===== config.mk =====
export PLATFORM = sky130hd
export DESIGN_NAME = dual_supply_power_sequencer_unit
export DESIGN_NICKNAME = d
export VERILOG_FILES = /design/src/rtl/dsps_pkg.sv /design/src/rtl/dsps_cfg.sv /design/src/rtl/dsps_ctrl.sv /design/src/rtl/dual_supply_power_sequencer_unit.sv
export VERILOG_INCLUDE_DIRS = /design/src /design/src/rtl
export SDC_FILE = /design/constraint.sdc
export NUM_CORES = 1
export LEC_CHECK = 0
export ABC_AREA = 1
export BUFFER_PORTS_ARGS = -buffer_cell sky130_fd_sc_hd__buf_2
export CAP_MARGIN = 20
export CORE_MARGIN = 2
export CORE_UTILIZATION = 50
export DETAILED_ROUTE_END_ITERATION = 8
export GPL_TIMING_DRIVEN = 0
export PLACE_DENSITY = 0.66
export SLEW_MARGIN = 20
export SYNTH_ARGS = -nofsm -noshare
export SYNTH_HDL_FRONTEND = slang
export SYNTH_SLANG_ARGS = --single-unit

===== constraint.sdc =====
create_clock -name i_clk -period 4.3 [get_ports i_clk]
set_input_delay 0.86 -clock i_clk [delete_from_list [all_inputs] [get_ports i_clk]]
set_output_delay 0.86 -clock i_clk [all_outputs]
set_load 0.005 [all_outputs]

===== src/rtl/dual_supply_power_sequencer_unit_assert.svh =====
// Assertion macros for the dual-supply power sequencer unit.
// Included by the top level; depends on nothing else.
`ifndef DUAL_SUPPLY_POWER_SEQUENCER_UNIT_ASSERT_SVH
`define DUAL_SUPPLY_POWER_SEQUENCER_UNIT_ASSERT_SVH

`ifndef SYNTH

// Same-cycle implication, checked out of reset
`define DSPS_ASSERT_IMP(lbl, clk, rst_n, ante, cons, msg) \
    lbl: assert property (@(posedge clk) disable iff (!(rst_n)) (ante) |-> (cons)) \
        else $error(msg);

// Next-cycle implication, checked out of reset
`define DSPS_ASSERT_NXT(lbl, clk, rst_n, ante, cons, msg) \
    lbl: assert property (@(posedge clk) disable iff (!(rst_n)) (ante) |=> (cons)) \
        else $error(msg);

`else

`define DSPS_ASSERT_IMP(lbl, clk, rst_n, ante, cons, msg)
`define DSPS_ASSERT_NXT(lbl, clk, rst_n, ante, cons, msg)

`endif

`endif


===== src/rtl/dsps_pkg.sv =====
// Shared types and constants of the dual-supply power sequencer.
// No dependencies; used by dsps_cfg, dsps_ctrl and the top level.
package dsps_pkg;

    // configuration register width and index width
    localparam int CFG_W     = 17;
    localparam int CFG_IDX_W = 3;

    // register indexes
    localparam logic [CFG_IDX_W-1:0] IDX_CHECK_PG    = 3'd0;
    localparam logic [CFG_IDX_W-1:0] IDX_WATCH_EDGE  = 3'd1;
    localparam logic [CFG_IDX_W-1:0] IDX_REG_TO_LDO  = 3'd2;
    localparam logic [CFG_IDX_W-1:0] IDX_LDO_SETTLE  = 3'd3;
    localparam logic [CFG_IDX_W-1:0] IDX_MONITOR     = 3'd4;
    localparam logic [CFG_IDX_W-1:0] IDX_BLIND       = 3'd5;
    localparam logic [CFG_IDX_W-1:0] IDX_LDO_OFF     = 3'd6;
    localparam logic [CFG_IDX_W-1:0] IDX_REG_OFF     = 3'd7;

    // reset values of the tick registers
    localparam logic [CFG_W-1:0] RST_REG_TO_LDO = 17'd40000;
    localparam logic [CFG_W-1:0] RST_LDO_SETTLE = 17'd5000;
    localparam logic [CFG_W-1:0] RST_MONITOR    = 17'd10000;
    localparam logic [CFG_W-1:0] RST_BLIND      = 17'd35000;
    localparam logic [CFG_W-1:0] RST_LDO_OFF    = 17'd10000;
    localparam logic [CFG_W-1:0] RST_REG_OFF    = 17'd10000;

    // request codes
    localparam logic [1:0] REQ_TICK    = 2'd0;
    localparam logic [1:0] REQ_ENABLE  = 2'd1;
    localparam logic [1:0] REQ_DISABLE = 2'd2;

    typedef struct packed {
        logic             check_pg;
        logic             watch_edge;
        logic [CFG_W-1:0] reg_to_ldo;
        logic [CFG_W-1:0] ldo_settle;
        logic [CFG_W-1:0] monitor;
        logic [CFG_W-1:0] blind;
        logic [CFG_W-1:0] ldo_off;
        logic [CFG_W-1:0] reg_off;
    } t_cfg;

    typedef struct packed {
        logic start_failed;
        logic start_done;
        logic edge_watch_armed;
        logic busy_res;
        logic power_ok;
        logic ldo_enable;
        logic regulator_enable;
    } t_result;

endpackage


===== src/rtl/dsps_cfg.sv =====
// Configuration register file of the power sequencer.
// Depends on dsps_pkg for the register indexes, reset values and t_cfg.
module dsps_cfg (
    input  logic                           i_clk,
    input  logic                           i_rst_n,
    input  logic                           i_cfg_we,
    input  logic [dsps_pkg::CFG_IDX_W-1:0] i_cfg_idx,
    input  logic [dsps_pkg::CFG_W-1:0]     i_cfg_data,
    output dsps_pkg::t_cfg                 o_cfg
);

    dsps_pkg::t_cfg r_cfg;

    // register writes, one per cycle
    always_ff @(posedge i_clk) begin
        if (!i_rst_n) begin
            r_cfg.check_pg   <= 1'b1;
            r_cfg.watch_edge <= 1'b1;
            r_cfg.reg_to_ldo <= dsps_pkg::RST_REG_TO_LDO;
            r_cfg.ldo_settle <= dsps_pkg::RST_LDO_SETTLE;
            r_cfg.monitor    <= dsps_pkg::RST_MONITOR;
            r_cfg.blind      <= dsps_pkg::RST_BLIND;
            r_cfg.ldo_off    <= dsps_pkg::RST_LDO_OFF;
            r_cfg.reg_off    <= dsps_pkg::RST_REG_OFF;
        end else if (i_cfg_we) begin
            unique case (i_cfg_idx)
                dsps_pkg::IDX_CHECK_PG:   r_cfg.check_pg   <= i_cfg_data[0];
                dsps_pkg::IDX_WATCH_EDGE: r_cfg.watch_edge <= i_cfg_data[0];
                dsps_pkg::IDX_REG_TO_LDO: r_cfg.reg_to_ldo <= i_cfg_data;
                dsps_pkg::IDX_LDO_SETTLE: r_cfg.ldo_settle <= i_cfg_data;
                dsps_pkg::IDX_MONITOR:    r_cfg.monitor    <= i_cfg_data;
                dsps_pkg::IDX_BLIND:      r_cfg.blind      <= i_cfg_data;
                dsps_pkg::IDX_LDO_OFF:    r_cfg.ldo_off    <= i_cfg_data;
                dsps_pkg::IDX_REG_OFF:    r_cfg.reg_off    <= i_cfg_data;
                default: ;
            endcase
        end
    end

    assign o_cfg = r_cfg;

endmodule


===== src/rtl/dsps_ctrl.sv =====
// Sequencing state machine: applies one tick word to the phase, wait counter
// and drive state. Depends on dsps_pkg for t_cfg, t_result and request codes.
module dsps_ctrl #(
    parameter int COUNT_BITS = 17
) (
    input  logic              i_clk,
    input  logic              i_rst_n,
    input  logic              i_adv,
    input  logic [1:0]        i_req,
    input  logic              i_pg,
    input  dsps_pkg::t_cfg    i_cfg,
    output dsps_pkg::t_result o_res
);

    localparam int CmpW = (COUNT_BITS > dsps_pkg::CFG_W) ? COUNT_BITS : dsps_pkg::CFG_W;
    localparam logic [COUNT_BITS-1:0] CntMax = '1;
    localparam logic [COUNT_BITS-1:0] CntOne = COUNT_BITS'(1);

    typedef enum logic [2:0] {
        PH_IDLE,
        PH_REG_WAIT,
        PH_LDO_WAIT,
        PH_MONITOR,
        PH_BLIND,
        PH_DOWN_LDO,
        PH_DOWN_REG
    } t_phase;

    t_phase                r_phase, n_phase;
    logic [COUNT_BITS-1:0] r_cnt, n_cnt;
    logic                  r_last_pg;
    logic                  r_up, n_up;
    logic                  r_armed, n_armed;
    logic                  r_reg, n_reg;
    logic                  r_ldo, n_ldo;
    logic                  n_done, n_failed;

    logic [COUNT_BITS-1:0]       w_cnt_inc;
    logic [dsps_pkg::CFG_W-1:0]  w_wait;
    logic                        w_wait_done;
    logic                        w_fall;

    // saturating tick counter and the wait length of the current phase
    assign w_cnt_inc = (r_cnt == CntMax) ? r_cnt : r_cnt + CntOne;

    always_comb begin
        case (r_phase)
            PH_REG_WAIT: w_wait = i_cfg.reg_to_ldo;
            PH_LDO_WAIT: w_wait = i_cfg.ldo_settle;
            PH_MONITOR:  w_wait = i_cfg.monitor;
            PH_BLIND:    w_wait = i_cfg.blind;
            PH_DOWN_LDO: w_wait = i_cfg.ldo_off;
            PH_DOWN_REG: w_wait = i_cfg.reg_off;
            default:     w_wait = i_cfg.reg_off;
        endcase
    end

    // a wait longer than the counter range ends when the counter saturates
    assign w_wait_done = (CmpW'(w_cnt_inc) >= CmpW'(w_wait)) || (w_cnt_inc == CntMax);

    assign w_fall = r_armed && r_last_pg && !i_pg;

    // next state for one tick
    always_comb begin
        n_phase  = r_phase;
        n_cnt    = r_cnt;
        n_up     = r_up;
        n_armed  = r_armed;
        n_reg    = r_reg;
        n_ldo    = r_ldo;
        n_done   = 1'b0;
        n_failed = 1'b0;

        if (w_fall) begin
            n_armed = 1'b0;
            n_up    = 1'b0;
            n_ldo   = 1'b0;
            n_phase = PH_DOWN_LDO;
            n_cnt   = '0;
        end else begin
            unique case (r_phase)
                PH_IDLE: begin
                    if (i_req == dsps_pkg::REQ_ENABLE) begin
                        n_reg   = 1'b1;
                        n_phase = PH_REG_WAIT;
                        n_cnt   = '0;
                    end else if (i_req == dsps_pkg::REQ_DISABLE) begin
                        n_armed = 1'b0;
                        n_up    = 1'b0;
                        n_ldo   = 1'b0;
                        n_phase = PH_DOWN_LDO;
                        n_cnt   = '0;
                    end
                end
                default: begin
                    n_cnt = w_cnt_inc;
                    if (w_wait_done) begin
                        n_cnt = '0;
                        unique case (r_phase)
                            PH_REG_WAIT: begin
                                n_ldo   = 1'b1;
                                n_phase = PH_LDO_WAIT;
                            end
                            PH_LDO_WAIT: begin
                                if (!i_cfg.check_pg) begin
                                    n_phase = PH_BLIND;
                                end else if (i_pg) begin
                                    // power-good already high: fail, shut down
                                    n_done   = 1'b1;
                                    n_failed = 1'b1;
                                    n_armed  = 1'b0;
                                    n_up     = 1'b0;
                                    n_ldo    = 1'b0;
                                    n_phase  = PH_DOWN_LDO;
                                end else begin
                                    n_phase = PH_MONITOR;
                                end
                            end
                            PH_MONITOR: begin
                                n_done = 1'b1;
                                if (i_pg) begin
                                    n_up    = 1'b1;
                                    n_armed = i_cfg.watch_edge;
                                    n_phase = PH_IDLE;
                                end else begin
                                    n_failed = 1'b1;
                                    n_armed  = 1'b0;
                                    n_up     = 1'b0;
                                    n_ldo    = 1'b0;
                                    n_phase  = PH_DOWN_LDO;
                                end
                            end
                            PH_BLIND: begin
                                n_done  = 1'b1;
                                n_up    = 1'b1;
                                n_phase = PH_IDLE;
                            end
                            PH_DOWN_LDO: begin
                                n_reg   = 1'b0;
                                n_phase = PH_DOWN_REG;
                            end
                            PH_DOWN_REG: begin
                                n_phase = PH_IDLE;
                            end
                            default: begin
                                n_phase = PH_IDLE;
                            end
                        endcase
                    end
                end
            endcase
        end
    end

    // state update, one tick per accepted word
    always_ff @(posedge i_clk) begin
        if (!i_rst_n) begin
            r_phase   <= PH_IDLE;
            r_cnt     <= '0;
            r_last_pg <= 1'b0;
            r_up      <= 1'b0;
            r_armed   <= 1'b0;
            r_reg     <= 1'b0;
            r_ldo     <= 1'b0;
        end else if (i_adv) begin
            r_phase   <= n_phase;
            r_cnt     <= n_cnt;
            r_last_pg <= i_pg;
            r_up      <= n_up;
            r_armed   <= n_armed;
            r_reg     <= n_reg;
            r_ldo     <= n_ldo;
        end
    end

    // result word reflects the state after this tick
    always_comb begin
        o_res.regulator_enable = n_reg;
        o_res.ldo_enable       = n_ldo;
        o_res.power_ok         = n_up;
        o_res.busy_res         = (n_phase != PH_IDLE);
        o_res.edge_watch_armed = n_armed;
        o_res.start_done       = n_done;
        o_res.start_failed     = n_failed;
    end

endmodule


===== src/rtl/dual_supply_power_sequencer_unit.sv =====
// Top level of the dual-supply power sequencer: stream ports, input and
// result registers. Depends on dsps_pkg, dsps_cfg, dsps_ctrl and the assert header.
`include "dual_supply_power_sequencer_unit_assert.svh"

// Each input word is one 10 us tick with a request code and the sampled
// power-good level; each tick returns exactly one status word. The unit takes
// one word per clock cycle while the master side does not stall. A status
// word is presented once its tick has been captured in the input register and
// then passed the sequencing state machine into the result register. A stalled
// master side holds one word in each register and then drops s_axis_tready.
// Wait counters saturate at COUNT_BITS bits. There is no clearing pass after
// reset; configuration registers may be written while no tick is in flight and
// take effect on the next tick.
module dual_supply_power_sequencer_unit #(
    parameter int COUNT_BITS = 17
) (
    input  logic                           i_clk,
    input  logic                           i_rst_n,
    // slave side
    input  logic                           s_axis_tvalid,
    output logic                           s_axis_tready,
    input  logic [7:0]                     s_axis_tdata,  // req_type[1:0], power_good_level[2]
    // master side
    output logic                           m_axis_tvalid,
    input  logic                           m_axis_tready,
    // regulator_enable[0], ldo_enable[1], power_ok[2], busy_res[3],
    // edge_watch_armed[4], start_done[5], start_failed[6]
    output logic [7:0]                     m_axis_tdata,
    // configuration write port
    input  logic                           i_cfg_we,
    input  logic [dsps_pkg::CFG_IDX_W-1:0] i_cfg_idx,
    input  logic [dsps_pkg::CFG_W-1:0]     i_cfg_data
);

    dsps_pkg::t_cfg    w_cfg;
    dsps_pkg::t_result w_res;
    dsps_pkg::t_result r_out;

    logic       r_in_valid;
    logic [1:0] r_in_req;
    logic       r_in_pg;
    logic       r_out_valid;
    logic       w_adv;

    dsps_cfg u_cfg (
        .i_clk      (i_clk),
        .i_rst_n    (i_rst_n),
        .i_cfg_we   (i_cfg_we),
        .i_cfg_idx  (i_cfg_idx),
        .i_cfg_data (i_cfg_data),
        .o_cfg      (w_cfg)
    );

    dsps_ctrl #(
        .COUNT_BITS (COUNT_BITS)
    ) u_ctrl (
        .i_clk   (i_clk),
        .i_rst_n (i_rst_n),
        .i_adv   (w_adv),
        .i_req   (r_in_req),
        .i_pg    (r_in_pg),
        .i_cfg   (w_cfg),
        .o_res   (w_res)
    );

    // tick moves on when the result register is free or being drained
    assign w_adv         = r_in_valid && (!r_out_valid || m_axis_tready);
    assign s_axis_tready = !r_in_valid || w_adv;

    // valid flags
    always_ff @(posedge i_clk) begin
        if (!i_rst_n) begin
            r_in_valid  <= 1'b0;
            r_out_valid <= 1'b0;
        end else begin
            if (s_axis_tready) begin
                r_in_valid <= s_axis_tvalid;
            end
            r_out_valid <= w_adv || (r_out_valid && !m_axis_tready);
        end
    end

    // payload registers
    always_ff @(posedge i_clk) begin
        if (s_axis_tvalid && s_axis_tready) begin
            r_in_req <= s_axis_tdata[1:0];
            r_in_pg  <= s_axis_tdata[2];
        end
        if (w_adv) begin
            r_out <= w_res;
        end
    end

    assign m_axis_tvalid = r_out_valid;
    assign m_axis_tdata  = {1'b0, r_out.start_failed, r_out.start_done,
                            r_out.edge_watch_armed, r_out.busy_res, r_out.power_ok,
                            r_out.ldo_enable, r_out.regulator_enable};

    // checks
    `DSPS_ASSERT_IMP(a_fail_has_done, i_clk, i_rst_n, r_out_valid && r_out.start_failed, r_out.start_done, "failure pulse without verdict pulse")
    `DSPS_ASSERT_IMP(a_ldo_needs_reg, i_clk, i_rst_n, r_out_valid && r_out.ldo_enable, r_out.regulator_enable, "LDO driven without regulator")
    `DSPS_ASSERT_IMP(a_armed_needs_up, i_clk, i_rst_n, r_out_valid && r_out.edge_watch_armed, r_out.power_ok, "edge watch armed while supplies down")
    `DSPS_ASSERT_NXT(a_in_held_on_stall, i_clk, i_rst_n, r_in_valid && r_out_valid && !m_axis_tready, r_in_valid, "pending tick dropped during output stall")

endmodule

Yosys cells after proc, flatten, opt, wreduce, memory -nomap -nowiden
Cells that the tools add are included.
{"block": "op_classes", "addsub": 1, "n_mul": 0, "n_div": 0, "order_cmp": 1, "eq_ne": 17, "n_shift": 0, "n_mux": 52, "n_bitwise": 1, "n_reduce_logical": 27}
{"op": "$mux W17", "n": 6}
{"op": "$pmux W17 S5", "n": 1}
{"op": "$eq A17 B17 Y1 const B", "n": 2}
{"op": "$mux W1", "n": 31}
{"op": "$mux W3", "n": 8}
{"op": "$eq A3 B3 Y1 const B", "n": 6}
{"op": "$reduce_and A2 Y1", "n": 9}
{"op": "$add A17 B1 Y17 const B", "n": 1}
{"op": "$ge A17 B17 Y1", "n": 1}
{"op": "$eq A3 B2 Y1 const B", "n": 4}
{"op": "$pmux W3 S4", "n": 1}
{"op": "$eq A3 B1 Y1 const B", "n": 2}
{"op": "$logic_not A3 Y1", "n": 2}
{"op": "$pmux W1 S2", "n": 3}
{"op": "$pmux W1 S3", "n": 2}
{"op": "$logic_and A1 B1 Y1", "n": 5}
{"op": "$logic_not A1 Y1", "n": 4}
{"op": "$logic_or A1 B1 Y1", "n": 4}
{"op": "$ne A4 B1 Y1 const B", "n": 1}
{"op": "$reduce_bool A3 Y1", "n": 1}
{"op": "$reduce_or A3 Y1", "n": 1}
{"op": "$eq A2 B1 Y1 const B", "n": 1}
{"op": "$eq A2 B2 Y1 const B", "n": 1}
{"op": "$reduce_or A2 Y1", "n": 1}
{"op": "$not A1 Y1", "n": 1}
{"block": "word_totals", "reg_bits": 141, "latch_bits": 0, "ram_bits": 0, "mem_bits_ro": 0, "inputBits": 33, "out_inout_bits": 10, "wordCells": 125, "mem_count": 0}

Longest topological paths before layout
Gate-level depths: netlist (run 1).
{"block": "logic_depth", "ltp_word": 8, "mapped_depth": 25}

Hierarchy
A second synthesis (run 1) with hierarchy kept.
{"block": "unflattened", "cells_unflattened": 1082, "hier_area_um2": 7379.6}
{"module": "dsps_cfg", "n_inst": 1, "cells_each": 563, "area_each_um2": 4021.4, "seq_area_each_um2": 2082.0}
{"module": "dsps_ctrl", "n_inst": 1, "cells_each": 494, "area_each_um2": 2951.6, "seq_area_each_um2": 500.5}
{"module": "dual_supply_power_sequencer_unit", "n_inst": 1, "cells_each": 25, "area_each_um2": 406.6, "seq_area_each_um2": 340.3}

Worst setup path before layout (run 1)
No wires, ideal clock.
{"block": "synth_path", "path_type": "reg-to-reg", "from": "register u_ctrl.r_phase[1]", "to": "register r_out, in the netlist m_axis_tdata[3], data pin", "setup_ns": 0.268, "arrival_time_ns": 3.022, "required_time_ns": 4.032, "setup_slack_ns": 1.010, "path_stages_with_launch": 22, "period_less_slack_ns": 3.290, "cell_sequence": "dfxtp_1 > inv_1 > nand2_1 > nor2_1 > inv_1 > nand2_1 > clkbuf_1 > nand3_1 > o21ai_0 > ha_1 > a21o_1 > o21ai_0 > o211ai_1 > nand2_1 > nand3_1 > nor2_1 > nand2_4 > buf_6 > nand2_1 > o21ai_1 > nand2_1 > nand4_1"}
{"item": "start, declared", "line_no": "dsps_ctrl.sv:29", "text": "t_phase r_phase, n_phase;"}
{"item": "start signal, assigned", "line_no": "dsps_ctrl.sv:166", "text": "r_phase <= n_phase;"}
{"item": "end signal, assigned", "line_no": "dual_supply_power_sequencer_unit.sv:90", "text": "r_out <= w_res;"}
{"item": "end, declared", "line_no": "dual_supply_power_sequencer_unit.sv:37", "text": "dsps_pkg::t_result r_out;"}

Worst setup path after layout (run 1)
{"block": "layout_path", "from": "register u_ctrl.r_phase[1]", "to": "register u_ctrl.r_cnt[12]"}
{"block": "layout_between", "elab_chain_len": 7, "word_cells_on_any_way": 14}
{"item": "$eq A3 B3 Y1, or another cell as far along", "line_no": "dsps_ctrl.sv:47", "text": "case (r_phase)"}
{"item": "$pmux W17 S5", "line_no": "dsps_ctrl.sv:47"}
{"item": "$ge A17 B17 Y1", "line_no": "dsps_ctrl.sv:59", "text": "assign w_wait_done = (CmpW'(w_cnt_inc) >= CmpW'(w_wait)) || (w_cnt_inc == CntMax);"}
{"item": "$logic_or A1 B1 Y1", "line_no": "dsps_ctrl.sv:59"}
{"item": "$mux W17", "line_no": "dsps_ctrl.sv:97", "text": "if (w_wait_done) begin"}
{"item": "$mux W17", "line_no": "dsps_ctrl.sv:81", "text": "unique case (r_phase)"}
{"item": "$mux W17", "line_no": "dsps_ctrl.sv:74", "text": "if (w_fall) begin"}
{"item": "end signal, assigned", "line_no": "dsps_ctrl.sv:167", "text": "r_cnt <= n_cnt;"}
{"item": "end, declared", "line_no": "dsps_ctrl.sv:30", "text": "logic [COUNT_BITS-1:0] r_cnt, n_cnt;"}
Several ways; a longest one is shown, not always the timed one.
A chain may end at the register's enable or synchronous reset.

==> results.md, run 1 <==
- PwrDens: a little over 400 nW/um2
- CTS Hold Buffers Added: 0
- Final net count: roughly 1100
- IO Pins: 43
- Number of flip-flops under the largest register name: about 100
- Wire per inst: 17.4 um
- CTS buffer count: 17
- First-pass GRT wire length: approximately 34000 um
- VDD IR max: approximately 0.00027 V
- P&R area growth vs syn: 15.1%
- Most frequent cell after synthesis: nand2_1
- Crit path depth: 22
- Sequential area share after synthesis: 0.421
- Post-Syn Instances: about 1000
- Hold Path Origin: u_cfg.o_cfg[33]
- Critical path's slowest cell: dfxtp_1
- FMAX: 249 MHz
- Leak: around 3.5 nW
- Final Hold Vio Count: 0
- Area share of the largest cell type after synthesis: 0.377
- CP endpoint kind: flip-flop
- Clock Latency Late Sink: ~0.43 ns
- Via count: 6796
- Ys flop type: dfxtp_1
- H-tree Lvls: 4
- Setup CP Type: flip-flop to flip-flop
- Status: completed
- Largest cells by area after synthesis: dfxtp_1, nand2_1, nor2_1, o21ai_0, nand3_1
- Die Y: 122 um
- Final GP Congestion: a little under 0.9
- Post-detail-place hpwl: roughly 15000 um
- Share of cells above drive strength 1: 0.108
- Die X-Extent: 122 um
- Post-synthesis net count: a little over 1000
- Hold crit path type: flip-flop to flip-flop
- Final worst path period need: roughly 4.0 ns
- GRT Total Usage: 0.300
- Critical path launch point type: flip-flop
- Yosys warning count: 0
- Max incr delay on CP: ~0.34 ns
- DR pass1 iterations: 7
- CP Buf/Inv Count: 6
- Final period utilization: 0.933
- CTS root buf: clkbuf_16
- Crit. Startpoint: u_ctrl.r_phase[1]
- Residual DRC: 0
- Post-synth ARST share: 0
- Fillers: between 1000 and 1500
- Synth cell count leaders: nand2_1, nor2_1, dfxtp_1, o21ai_0, nand3_1
- Dpl cells: between 1000 and 1500
- Setup repair after global routing missed its margin: no
- Final WL: approximately 21000 um
- Most frequent CP cell: nand2_1
- Initial Util: 0.506
- R2R cell count: 22
- Slew @ Worst Pin: ~0.8 ns
- Clock tree buffer depth: 2
- Worst EP required: between 4 and 5 ns
- FF+latch count, synth: 141
- Total die area: roughly 15000 um2
- N_diodes: 0
- Area leader, netlist: dfxtp_1
- Initial drt markers: between 600 and 700
- Cell Chain, Critical Path: inv_1 -> nand2_1 -> nor2_4 -> inv_1 -> nand2_1 -> buf_2 -> nand3_1 -> o21ai_0 -> ha_1 -> a21o_1 -> o21ai_0 -> o211ai_1 -> nand2_1 -> nand3_1 -> nor2_1 -> nand2_4 -> inv_2 -> nand3_2 -> inv_2 -> buf_6 -> nand2_1 -> a21oi_1
- Synth cell types: between 40 and 50
- Mean area per synthesized cell: 7.06 um2
- Worst-path fanout max: 10
- # rows: 43
- Routed vias/inst: 5.52
- I/O Buffers: 35
- R2R Path End: u_ctrl.r_cnt[12]
- Largest net degree at the start of global routing: 17
- Clk slew on worst S/H paths: approximately 0.06 ns
- Post-route ant nets: 0
- Clk_skew: roughly 0.0095 ns
- Clock sink count: ~140
- CP delay by family, top: simple AND/OR/NAND/NOR gates
- Worst flop-to-flop path startpoint: u_ctrl.r_phase[1]
- Register-to-register setup slack: slightly below 0.3 ns
- Non-filler instance count after layout: about 1200
- TritonCTS clock tree: built
- Core area: 13700 um2
- Setup violations, final: 0
- Pins Over Slew Limit: 0
- Post-synth EDFFs: 10
- Max-Cap Viols: 0
- Gr ovfl total: 0
- Arr. time, crit path: 4.36 ns
- Post-Synthesis Cell Area: 6950 um2
- Power Total: 3.31 mW
- Number of global-route vias before repair: 6321
- Worst rel slew slack: 0.458
- End point of the critical path: u_ctrl.r_cnt[12]
- Initial antenna violation count: 0
[per-layer routing]
layer  part of all wire  vias up  GRT usage
li1                   -     3377          -
met1               0.43     3133      0.376
met2               0.47      239      0.502
met3              0.064       47     0.0552
met4              0.031        0      0.133
met5                  0        -          0
[power by group]
part | internal, mW | total [mW] | switching [mW]
registers | 1.37 | 1.40 | 0.0273
logic | 0.125 | 0.400 | 0.275
clock network | 0.918 | 1.52 | 0.598
total | 2.41 | 3.31 | 0.900
[cell usage in the layout (no fill, tap or decap), drive strengths merged, types with 2 or more instances in the layout]
cell and count:
nor3 6, clkinvlp 3, o21ai 106, nand3 77, buf 43, clkinv 10
clkbuf 59, dfxtp 131, edfxtp 10, a21oi 40, ha 19, o211ai 2
a22o 17, a31oi 2, xor2 3, o21bai 2, nand2 236, nand4 11
inv 64, nor2 183, o32ai 3, a221oi 12
[cell type report]
| type | count | area (um2) | share of cell area |
|---|---|---|---|
| Timing Repair Buffer | 36 | 183 | 0.0228 |
| Sequential cell | 141 | 2920 | 0.365 |
| Clock inverter | 9 | 93.8 | 0.0117 |
| Multi-Input combinational cell | 731 | 3590 | 0.449 |
| Buffer | 43 | 204 | 0.0255 |
| Tap cell | 180 | 225 | 0.0282 |
| Inverter | 69 | 263 | 0.0328 |
| Clock buffer | 23 | 520 | 0.0651 |
[cells by family (layout without fill, tap and decap cells)]
logic type,count (synthesis),after routing,synth area share
simple gates,515,515,0.312
other cells,1,1,0.000540
compound gates,192,192,0.162
xor+xnor,4,4,0.00504
fa+ha+maj,19,19,0.0342
flops,141,141,0.421
buf+inv,112,180,0.0650
[worst register-to-register path, delay by kind of cell (launching register included)]
kind / cells / cell delay (ns)
AND/OR/NAND/NOR: 10 / 1.51
buffers and inverters: 6 / 0.97
AO/OA/AOI/OAI: 5 / 0.77
adder cells (fa/ha/maj): 1 / 0.35
flip-flops: 1 / 0.34
[worst min path at each step]
stage                      end  cells past startpoint
6_report       u_cfg.o_cfg[33]                      2
2_1_floorplan  u_cfg.o_cfg[10]                      2
3_3_place_gp   u_cfg.o_cfg[10]                      2
5_1_grt        u_cfg.o_cfg[21]                      2
3_5_place_dp   u_cfg.o_cfg[33]                      2
4_1_cts        u_cfg.o_cfg[33]                      2
[per-stage QoR]
| step | hold WS [ns] | util | area, um2 | setup slack (ns) | setup TNS, ns |
|---|---|---|---|---|---|
| after floorplan | 0.424 | - | 6950 | 1.01 | 0 |
| after global placement | 0.432 | 0.536 | 7350 | -0.442 | -9.53 |
| after detailed placement | 0.446 | 0.536 | 7350 | -0.426 | -8.64 |
| after CTS | 0.454 | 0.581 | 7980 | 0.0724 | 0 |
| after global routing | 0.477 | 0.583 | 8000 | 0.00399 | 0 |
| final | 0.456 | 0.583 | 8000 | 0.290 | 0 |
[repair_timing]
item	4_1_cts	5_1_grt
endpoints found under the setup margin	31	21
buffers inserted	0	1
resized for setup	7	12
pin swaps	0	1
Power figures use the tool's default switching activity.
==> run 2, diff against run 1 <==
Settings changed: CORE_UTILIZATION 50 to 45, PLACE_DENSITY 0.66 to 0.6.
==> run 2 against run 1 <==
Cell count grew 0.57%. Sequential share of layout area is essentially flat. Sequential cell count is the same. Sequential power is essentially flat. Count of clock-buffer cells in the layout shrank 4. Global-route usage shrank 2.8 points. Via count shrank 0.57%. Largest power group unchanged.
==> results.md, run 2 (synthesis gave the netlist of run 1 again) <==
- Status: completed
- Final period utilization: 0.918
- Initial drt markers: about 670
- Wire per inst: between 15 and 20 um
- Power Total: approximately 3.3 mW
- IO Pins: 43
- Leak: 3.49 nW
- Residual DRC: 0
- I/O Buffers: 35
- Post-detail-place hpwl: approximately 15000 um
- CP endpoint kind: flip-flop
- Die X-Extent: 128 um
- Most frequent CP cell: nand2_1
- Fillers: 1583
- Core area: approximately 15000 um2
- Critical path's slowest cell: dfxtp_1
- Initial antenna violation count: 0
- Final GP Congestion: between 0.8 and 0.9
- R2R cell count: 22
- Sequential power share: 0.425
- Routed vias/inst: about 5.5
- P&R area growth vs syn: 15.0%
- Worst EP required: 4.65 ns
- CTS root buf: clkbuf_16
- Final Hold Vio Count: 0
- Most frequent cells in the layout: nand2_1, nor2_1, dfxtp_1
- FMAX: 253 MHz
- Setup TNS: 0 ns
- Final net count: ~1100
- Setup violations, final: 0
- Hold endpoint: u_cfg.o_cfg[33]
- Clk pwr share: 0.451
- GRT Total Usage: 0.271
- Hold Path Origin: u_cfg.o_cfg[33]
- Setup CP Type: flip-flop to flip-flop
- Clk slew on worst S/H paths: about 0.06 ns
- Via count: between 6000 and 7000
- Largest net degree at the start of global routing: 17
- Max-Cap Viols: 0
- Initial Util: 0.459
- CTS buffer count: 17
- Critical path launch point type: flip-flop
- Total die area: roughly 16000 um2
- WHS: approximately 0.45 ns
- Int Pwr: roughly 2.4 mW
- Pins Over Slew Limit: 0
- DR pass1 iterations: 6
- Net Sw Frac: 0.275
- Gr ovfl total: 0
- Clock tree buffer depth: 2
- Fin area: approximately 8000 um2
- Post-route ant nets: 0
- TritonCTS clock tree: built
- CTS Hold Buffers Added: 0
- # rows: 45
- Final design utilization: 0.528
- First-pass GRT wire length: 33700 um
- Final worst path period need: roughly 4 ns
- Number of flip-flops under the largest register name: approximately 100
- Non-filler instance count after layout: about 1200
- Die Y: approximately 130 um
- Hold crit path type: flip-flop to flip-flop
- Dpl cells: around 1200
- Seq. cell area: around 2900 um2
- Number of global-route vias before repair: 6116
- Clock Latency Late Sink: ~0.43 ns
- Comb power frac: 0.123
- WHS Path Cells: 2
- Final WS setup: approximately 0.35 ns
- Clk_skew: roughly 0.008 ns
- Cell Chain, Critical Path: inv_1 -> nand2_1 -> nor2_4 -> inv_1 -> nand2_1 -> clkbuf_4 -> nand3_1 -> o21ai_0 -> ha_1 -> a21o_1 -> o21ai_0 -> o211ai_1 -> nand2_1 -> nand3_1 -> nor2_1 -> nand2_4 -> inv_2 -> nand3_2 -> inv_2 -> buf_6 -> nand2_1 -> a21oi_1
- Place WS: -0.530 ns
- Register-to-register setup slack: 0.35 ns
- H-tree Lvls: 4
- Final WL: 21800 um
- VDD IR max: around 0.00038 V
- PwrDens: between 400 and 500 nW/um2
- R2R Path End: u_ctrl.r_cnt[12]
- Arr. time, crit path: about 4.3 ns
- Worst rel slew slack: 0.445
- Commonest non-fill, non-tap cell in the layout: nand2_1
- Worst-path fanout max: 10
- Worst flop-to-flop path startpoint: u_ctrl.r_phase[1]
- N_diodes: 0
- Multi-input gate area: between 3000 and 4000 um2
- Slew @ Worst Pin: ~0.83 ns
- Max incr delay on CP: between 0.3 and 0.4 ns
- Share of cells above drive strength 1: 0.109
- Clock sink count: 141
- Switch Pwr: 0.902 mW
- DP Area: about 7400 um2
[run 2: cell types whose count changed in the layout (fill, tap and decap cells not counted)]
cell | before | now
clkbuf_1 | 29 | 27
clkinvlp_4 | 3 | 2
clkbuf_8 | 3 | 2
bufinv_16 | 1 | 2
clkbuf_16 | 19 | 17
clkinv_2 | 1 | 3
buf_2 | 37 | 38
clkbuf_2 | 8 | 6
clkbuf_4 | 0 | 2
clkinv_4 | 2 | 3
[run 2: area by class of cell]
cell class	instances	share of cell area
Multi-Input combinational cell	731	0.449
Sequential cell	141	0.366
Clock buffer	19	0.0567
Inverter	69	0.0329
Tap cell	188	0.0294
Buffer	43	0.0263
Timing Repair Buffer	36	0.0229
Clock inverter	12	0.0169
[run 2: timing repair]
item,CTS,global route
buffers inserted,0,1
resized for setup,7,19
pin swaps,0,1
setup endpoints to repair,31,29
[run 2: routing by layer]
layer  global-route usage  part of all wire  vias to the layer above  wire, um
li1                     -                 -                     3379         -
met5                    0                 0                        -         0
met2                0.451              0.47                      213     10200
met4               0.0918             0.020                        0       444
met1                0.351              0.45                     3134      9690
met3               0.0568             0.064                       31      1380
[run 2: worst max-delay path, delay by kind of cell, from the launching register on]
kind                       cells  cell delay (ns)
DFF                            1             0.34
AOI/OAI and AO/OA              5             0.81
adders and majority gates      1             0.34
and+or+nand+nor               10             1.44
buffers and inverters          6             0.92
[run 2: power groups by stage]
stage / clock network, mW / logic (mW) / registers, mW
after floorplan: 0 / 0.248 / 1.42
after global placement: 0 / 0.391 / 1.42
after detailed placement: 0 / 0.394 / 1.42
after CTS: 1.50 / 0.398 / 1.40
after global routing: 1.55 / 0.451 / 1.40
final: 1.48 / 0.406 / 1.40
[run 2: worst max-delay path by stage]
stage | startpoint | end | slack (ns) | depth (start not counted)
final | u_ctrl.r_phase[1] | u_ctrl.r_cnt[12] | 0.35 | 22
after CTS | u_ctrl.r_phase[0] | u_ctrl.r_cnt[12] | 0.06 | 21
after global routing | u_ctrl.r_phase[0] | u_ctrl.r_cnt[12] | -0.01 | 22
after floorplan | u_ctrl.r_phase[1] | m_axis_tdata[3] | 1.01 | 21
after detailed placement | u_ctrl.r_phase[1] | u_ctrl.r_cnt[12] | -0.53 | 22
after global placement | u_ctrl.r_phase[1] | u_ctrl.r_cnt[8] | -0.50 | 22
